[config.mk]
export PLATFORM = sky130hd
export DESIGN_NAME = mec_core
export DESIGN_NICKNAME = d
export VERILOG_FILES = /design/src/hw/rtl/mec_pkg.sv /design/src/hw/rtl/mec_core.sv
export SDC_FILE = /design/constraint.sdc
export NUM_CORES = 2
export LEC_CHECK = 0
export ABC_AREA = 1
export BUFFER_PORTS_ARGS = -buffer_cell sky130_fd_sc_hd__buf_2
export CORE_MARGIN = 1
export CORE_UTILIZATION = 56
export CTS_BUF_LIST = sky130_fd_sc_hd__clkbuf_8
export DETAILED_ROUTE_END_ITERATION = 12
export PLACE_DENSITY = 0.78
export SLEW_MARGIN = 20
export SYNTH_ARGS = -nofsm -noshare
export SYNTH_HDL_FRONTEND = slang
export SYNTH_SLANG_ARGS = --single-unit
[constraint.sdc]
create_clock -name clk_i -period 8.6 [get_ports clk_i]
set_clock_uncertainty 0.2 [all_clocks]
set_input_delay 1.29 -clock clk_i [delete_from_list [all_inputs] [get_ports clk_i]]
set_output_delay 1.29 -clock clk_i [all_outputs]
set_load 0.05 [all_outputs]
[src/hw/rtl/mec_pkg.sv]
// Shared types, constants and helper functions of the motion event classifier.
package mec_pkg;

  localparam int unsigned OneG = 4096;

  typedef enum logic [1:0] {
    EV_NONE   = 2'd0,
    EV_SHAKE  = 2'd1,
    EV_PICKUP = 2'd2,
    EV_STILL  = 2'd3
  } event_e;

  typedef enum logic [2:0] {
    CFG_FILTER_GAIN      = 3'd0,
    CFG_SHAKE_THRESHOLD  = 3'd1,
    CFG_PICKUP_THRESHOLD = 3'd2,
    CFG_TILT_THRESHOLD   = 3'd3,
    CFG_MOTION_THRESHOLD = 3'd4,
    CFG_SHAKE_COOLDOWN   = 3'd5,
    CFG_PICKUP_COOLDOWN  = 3'd6,
    CFG_STILL_TIMEOUT    = 3'd7
  } cfg_idx_e;

  // Squared magnitude bounds for one deviation threshold
  typedef struct packed {
    logic [30:0] hi_sq;
    logic [24:0] lo_sq;
    logic        lo_en;
  } dev_bound_t;

  typedef struct packed {
    logic [7:0]  gain;
    dev_bound_t  shake;
    dev_bound_t  pickup;
    dev_bound_t  motion;
    logic [14:0] tilt;
    logic [31:0] shake_cd;
    logic [31:0] pickup_cd;
    logic [31:0] still_to;
  } cfg_t;

  // (1g + t)^2 and, for t below 1g, (1g - t)^2
  function automatic dev_bound_t mk_bound(input logic [14:0] thr);
    logic [15:0] hi;
    logic [12:0] lo;
    logic [31:0] hi_p;
    logic [25:0] lo_p;
    dev_bound_t  b;
    hi      = 16'(OneG) + {1'b0, thr};
    lo      = 13'(OneG) - {1'b0, thr[11:0]};
    hi_p    = 32'(hi) * 32'(hi);
    lo_p    = 26'(lo) * 26'(lo);
    b.hi_sq = hi_p[30:0];
    b.lo_sq = lo_p[24:0];
    b.lo_en = (thr[14:12] == 3'd0);
    return b;
  endfunction

  function automatic logic dev_above(input logic [31:0] s, input dev_bound_t b);
    return (s > {1'b0, b.hi_sq}) || (b.lo_en && (s < {7'd0, b.lo_sq}));
  endfunction

  localparam cfg_t CfgRst = '{
    gain:      8'd46,
    shake:     mk_bound(15'd3072),
    pickup:    mk_bound(15'd737),
    motion:    mk_bound(15'd205),
    tilt:      15'd819,
    shake_cd:  32'd1000,
    pickup_cd: 32'd2000,
    still_to:  32'd60000
  };

endpackage

[src/hw/rtl/mec_core.sv]
// Low-pass filter state and event classification of one sample per step.
module mec_core import mec_pkg::*; (
  input  logic               clk_i,
  input  logic               rst_ni,
  input  logic               step_i,
  input  cfg_t               cfg_i,
  input  logic signed [15:0] ax_i,
  input  logic signed [15:0] ay_i,
  input  logic signed [15:0] az_i,
  input  logic [30:0]        sq_x_i,
  input  logic [30:0]        sq_y_i,
  input  logic [30:0]        sq_z_i,
  input  logic [31:0]        now_i,
  output event_e             event_o,
  output logic signed [23:0] filt_x_o,
  output logic signed [23:0] filt_y_o
);

  logic signed [23:0] filt_x_q, filt_x_d, filt_y_q, filt_y_d;
  logic signed [15:0] rest_z_q, rest_z_d, rest_eff;
  logic               rest_known_q;
  logic [31:0]        last_shake_q, last_shake_d;
  logic [31:0]        last_pickup_q, last_pickup_d;
  logic [31:0]        last_motion_q, last_motion_d;

  logic [31:0]        mag_sq;
  logic               shake_dev, pickup_dev, motion_dev;
  logic signed [16:0] dz_s;
  logic [16:0]        dz_abs;
  logic               tilt_hit;
  logic [31:0]        el_shake, el_pickup, el_motion;
  event_e             event_d;

  function automatic logic signed [23:0] lowpass(input logic signed [23:0] f,
                                                 input logic signed [15:0] a,
                                                 input logic [7:0] g);
    logic signed [24:0] diff;
    logic signed [33:0] prod;
    logic signed [25:0] step;
    diff = {a[15], a, 8'h00} - {f[23], f};
    prod = 34'(diff) * 34'($signed({1'b0, g}));
    step = prod[33:8];
    return f + step[23:0];
  endfunction

  assign filt_x_d = lowpass(filt_x_q, ax_i, cfg_i.gain);
  assign filt_y_d = lowpass(filt_y_q, ay_i, cfg_i.gain);

  assign mag_sq     = {1'b0, sq_x_i} + {1'b0, sq_y_i} + {1'b0, sq_z_i};
  assign shake_dev  = dev_above(mag_sq, cfg_i.shake);
  assign pickup_dev = dev_above(mag_sq, cfg_i.pickup);
  assign motion_dev = dev_above(mag_sq, cfg_i.motion);

  // The first sample becomes the rest reference before the tests
  assign rest_eff = rest_known_q ? rest_z_q : az_i;
  assign dz_s     = 17'(az_i) - 17'(rest_eff);
  assign dz_abs   = dz_s[16] ? 17'(-dz_s) : 17'(dz_s);
  assign tilt_hit = dz_abs > {2'b00, cfg_i.tilt};

  assign el_shake  = now_i - last_shake_q;
  assign el_pickup = now_i - last_pickup_q;
  assign el_motion = now_i - last_motion_q;

  always_comb begin
    event_d       = EV_NONE;
    rest_z_d      = rest_eff;
    last_shake_d  = last_shake_q;
    last_pickup_d = last_pickup_q;
    last_motion_d = last_motion_q;
    priority if (shake_dev && (el_shake > cfg_i.shake_cd)) begin
      event_d       = EV_SHAKE;
      last_shake_d  = now_i;
      last_motion_d = now_i;
    end else if (pickup_dev && !shake_dev && tilt_hit &&
                 (el_pickup > cfg_i.pickup_cd)) begin
      event_d       = EV_PICKUP;
      last_pickup_d = now_i;
      last_motion_d = now_i;
      rest_z_d      = az_i;
    end else if (motion_dev) begin
      last_motion_d = now_i;
    end else if (el_motion > cfg_i.still_to) begin
      event_d       = EV_STILL;
      last_motion_d = now_i;
    end else begin
      event_d = EV_NONE;
    end
  end

  always_ff @(posedge clk_i or negedge rst_ni) begin
    if (!rst_ni) begin
      filt_x_q      <= '0;
      filt_y_q      <= '0;
      rest_z_q      <= '0;
      rest_known_q  <= 1'b0;
      last_shake_q  <= '0;
      last_pickup_q <= '0;
      last_motion_q <= '0;
    end else if (step_i) begin
      filt_x_q      <= filt_x_d;
      filt_y_q      <= filt_y_d;
      rest_z_q      <= rest_z_d;
      rest_known_q  <= 1'b1;
      last_shake_q  <= last_shake_d;
      last_pickup_q <= last_pickup_d;
      last_motion_q <= last_motion_d;
    end
  end

  assign event_o  = event_d;
  assign filt_x_o = filt_x_q;
  assign filt_y_o = filt_y_q;

endmodule

==> results.py <==
metrics = {
    "critical_path": {
        "crit_start": "sq_x_i[1]",
        "crit_path_top_delay_cell": "fa_1",
        "path_delay_family": "simple AND/OR/NAND/NOR gates",
        "cpMostUsedCell": "nand2_1",
        "worst_setup_path_start_kind": "primary input",
        "cp_max_fo": 6,
        "path_class": "primary input to output pin",
        "worstReg2RegStart": "filt_y_o[0]",
        "worstPathRequired_ns": 7.11,
        "critPathBufInv": 4,
        "worstPathArrival_ns": 6.83,
        "end_kind": "output pin",
        "cpPeakStageDelay_ns": 0.50,
    },
    "global_route": {
        "grt_pass1_wl_um": 191800,
        "grt_max_degree": 92,
        "grt_overflow": 0,
        "antenna_found_initial": 18,
        "grt_use_total_pct": 34.10,
        "grt_pass1_vias": 37880,
    },
    "sta": {
        "finalCritPeriodShare_pct": 96.77,
        "slew_viol_final": 0,
        "final.setup.tns_ns": 0,
        "relSlewSlack_pct": 34.82,
        "hold_viol": 0,
        "worstMarginPinSlew_ns": 0.9777,
        "holdWs_ns": 0.2846,
        "setup_viol": 0,
        "timing.fmax_mhz": 120.2,
        "fin_crit_ns": 8.322,
    },
    "placed_design": {
        "dp_hpwl_um": 103700,
        "dpl_cell_area_sq_mm": 0.04521,
        "gp_congestion": 0.9910,
        "port_buffers": 515,
    },
    "layout": {
        "final_area_sq_mm": 0.04591,
        "area_growth_pct": 17.31,
        "drive_gt1_share_pct": 15.91,
        "final_nets": 7866,
    },
    "logic_synthesis": {
        "syn_inst": 5635,
        "synth_warnings": 0,
        "synthArstFlopShare_pct": 100.0,
        "synth-seq-area-share_pct": 10.30,
        "ys_ff_latch": 161,
        "syn_area_sq_mm": 0.03913,
        "ys.flop_type": "dfrtp_1",
        "avgSynthCellArea_sq_um": 6.945,
        "synth_edf_count": 0,
        "ys_types": 60,
        "synth_nets": 7057,
    },
    "route": {
        "dr_wl_met2_um": 55610,
        "top_layer": "met5",
        "viasPerCell": 5.342,
        "drt-total-wl_um": 121100,
        "drt_iter0_drc": 3056,
        "wl_met3_um": 9226,
        "ant_nets": 0,
        "drcViolationCount": 0,
        "via_count": 39570,
        "met1_length_um": 52780,
        "first_pass_iters": 7,
        "wl_per_cell_um": 16.35,
    },
    "clocking": {
        "clock_latency_ns": 0.59,
        "cts_root_buf": "clkbuf_8",
        "clock-sinks": 161,
        "cts_buffers": 17,
        "holdBufCountCts": 0,
        "clk_pin_slew_ns": 0.11,
        "cts.path.max_buffers": 2,
        "cts_tree": "yes",
        "cts.htree.levels": 4,
    },
    "die": {
        "chipHeight_um": 266.3,
        "core_region_area_sq_mm": 0.06883,
        "start_util_pct": 56.86,
        "dieArea_sq_mm": 0.07094,
        "die_w_um": 266.3,
        "io_pins": 516,
        "rows": 96,
    },
    "outcome": {
        "status": "finished, final reports clean",
    },
    "flow_run": {
        "max-cap-violations": 0,
    },
    "worst_hold_path": {
        "hp-start": "last_motion_q[4]",
        "hold_path_class": "register to register",
    },
}
==> kinds of logic (layout without fill, tap and decap cells) <==
kind of cell / count (synthesis) / in the layout / share of synthesized area (%)
AND/OR/NAND/NOR: 2055 / 2055 / 21.79
other: 0 / 20 / 0
AO/OA/AOI/OAI: 887 / 887 / 12.50
flip-flops: 161 / 161 / 10.30
XOR/XNOR: 237 / 237 / 5.304
buffers and inverters: 1339 / 2161 / 13.05
adder cells (fa/ha/maj): 956 / 956 / 37.05
==> what timing repair did <==
action,4_1_cts,5_1_grt
setup endpoints to repair,0,21
hold endpoints to repair,0,0
gates resized for setup,0,63
setup buffers,0,1
==> metrics by stage <==
| step | util, % | setup WS, ns | instances |
|---|---|---|---|
| 2_1_floorplan | - | 0.4028 | 5635 |
| 3_3_place_gp | 65.69 | -0.3521 | 7355 |
| 3_5_place_dp | 65.69 | -0.4599 | 7355 |
| 4_1_cts | 66.33 | 0.1781 | 7387 |
| 5_1_grt | 66.68 | -0.07070 | 7403 |
| 6_report | 66.70 | 0.2782 | 7408 |
==> routing by layer <==
metal	vias up	GRT usage (%)
met2	1438	55.88
li1	19430	-
met3	197	5.166
met1	18500	45.95
met4	4	11.01
met5	-	0
==> cells in the mapped netlist, drive strengths merged (3+ instances only) <==
cell | instances | area [sq um]
a211oi | 16 | 120.1
a21boi | 9 | 67.56
a21o | 20 | 150.1
a21oi | 421 | 2111
a221oi | 3 | 26.28
a31oi | 26 | 162.7
buf | 25 | 176.4
clkbuf | 60 | 225.2
clkinv | 4 | 15.01
dfrtp | 161 | 4029
fa | 338 | 6766
ha | 618 | 7732
inv | 1250 | 4692
nand2 | 1206 | 4594
nand3 | 210 | 1074
nand3b | 14 | 105.1
nand4 | 71 | 444.2
nor2 | 456 | 1759
nor3 | 52 | 260.3
nor4 | 21 | 131.4
o2111ai | 3 | 26.28
o211ai | 10 | 75.07
o21a | 16 | 120.1
o21ai | 316 | 1657
o21bai | 17 | 127.6
o221ai | 10 | 87.58
o22ai | 4 | 25.02
o31ai | 4 | 30.03
or2 | 17 | 106.4
xnor2 | 81 | 709.4
xor2 | 156 | 1366
==> state kept, by name, indices dropped and copies added (netlist names) <==
| register | flops |
|---|---|
| last_motion_q | 32 |
| last_pickup_q | 32 |
| rest_z_q | 16 |
| filt_y_o | 24 |
| last_shake_q | 32 |
| filt_x_o | 24 |
| rest_known_q | 1 |
==> placed cells by master (no fill, tap or decap), types with 18 or more instances in the layout <==
cell	synthesis	layout
a21oi_1	420	408
dfrtp_1	161	160
nand2_1	1181	1179
o21ai_0	281	265
nand4_1	71	71
nor2_1	450	446
nand2_2	24	26
xnor2_1	81	80
buf_4	1	360
buf_2	9	512
a31oi_1	26	24
xor2_1	156	153
fa_1	338	338
a21o_1	20	20
diode_2	0	20
ha_1	618	618
nor4_1	21	18
nand3_1	207	207
nor3_1	52	49
o21ai_1	15	28
o21ai_2	20	23
inv_1	1245	1244
==> final cells by class <==
class,instances,area (sq um)
multi-input cells,4135,30200
fillers,6243,22920
repair buffers,875,5316
inverters,1254,4707
flip-flops and latches,161,4030
well taps,931,1165
clock buffers,17,234.0
clock inverters,15,206.4
diodes,20,50.05
==> final timing paths <==
check	cells after the start	endpoint	slack, ns
hold reg to reg	2	last_motion_q[4]	0.28
max in group asynchronous	2	filt_y_o[1]	6.03
min in group asynchronous	1	last_motion_q[31]	0.61
setup / recovery	32	event_o[0]	0.28
setup reg to reg	41	filt_y_o[21]	0.51
hold / removal	2	last_motion_q[4]	0.28
==> worst reg2reg max path, delay by kind of cell, from the launching register on <==
family	cells	cell delay, ns
adder cells (fa/ha/maj)	7	2.90
XOR/XNOR	2	0.36
buffers and inverters	10	1.04
AND/OR/NAND/NOR	11	1.52
AO/OA/AOI/OAI	11	1.59
flip-flops	1	0.39
Power is not shown: default switching activity piles up to over one toggle a cycle in this logic, so the estimate is an artifact.
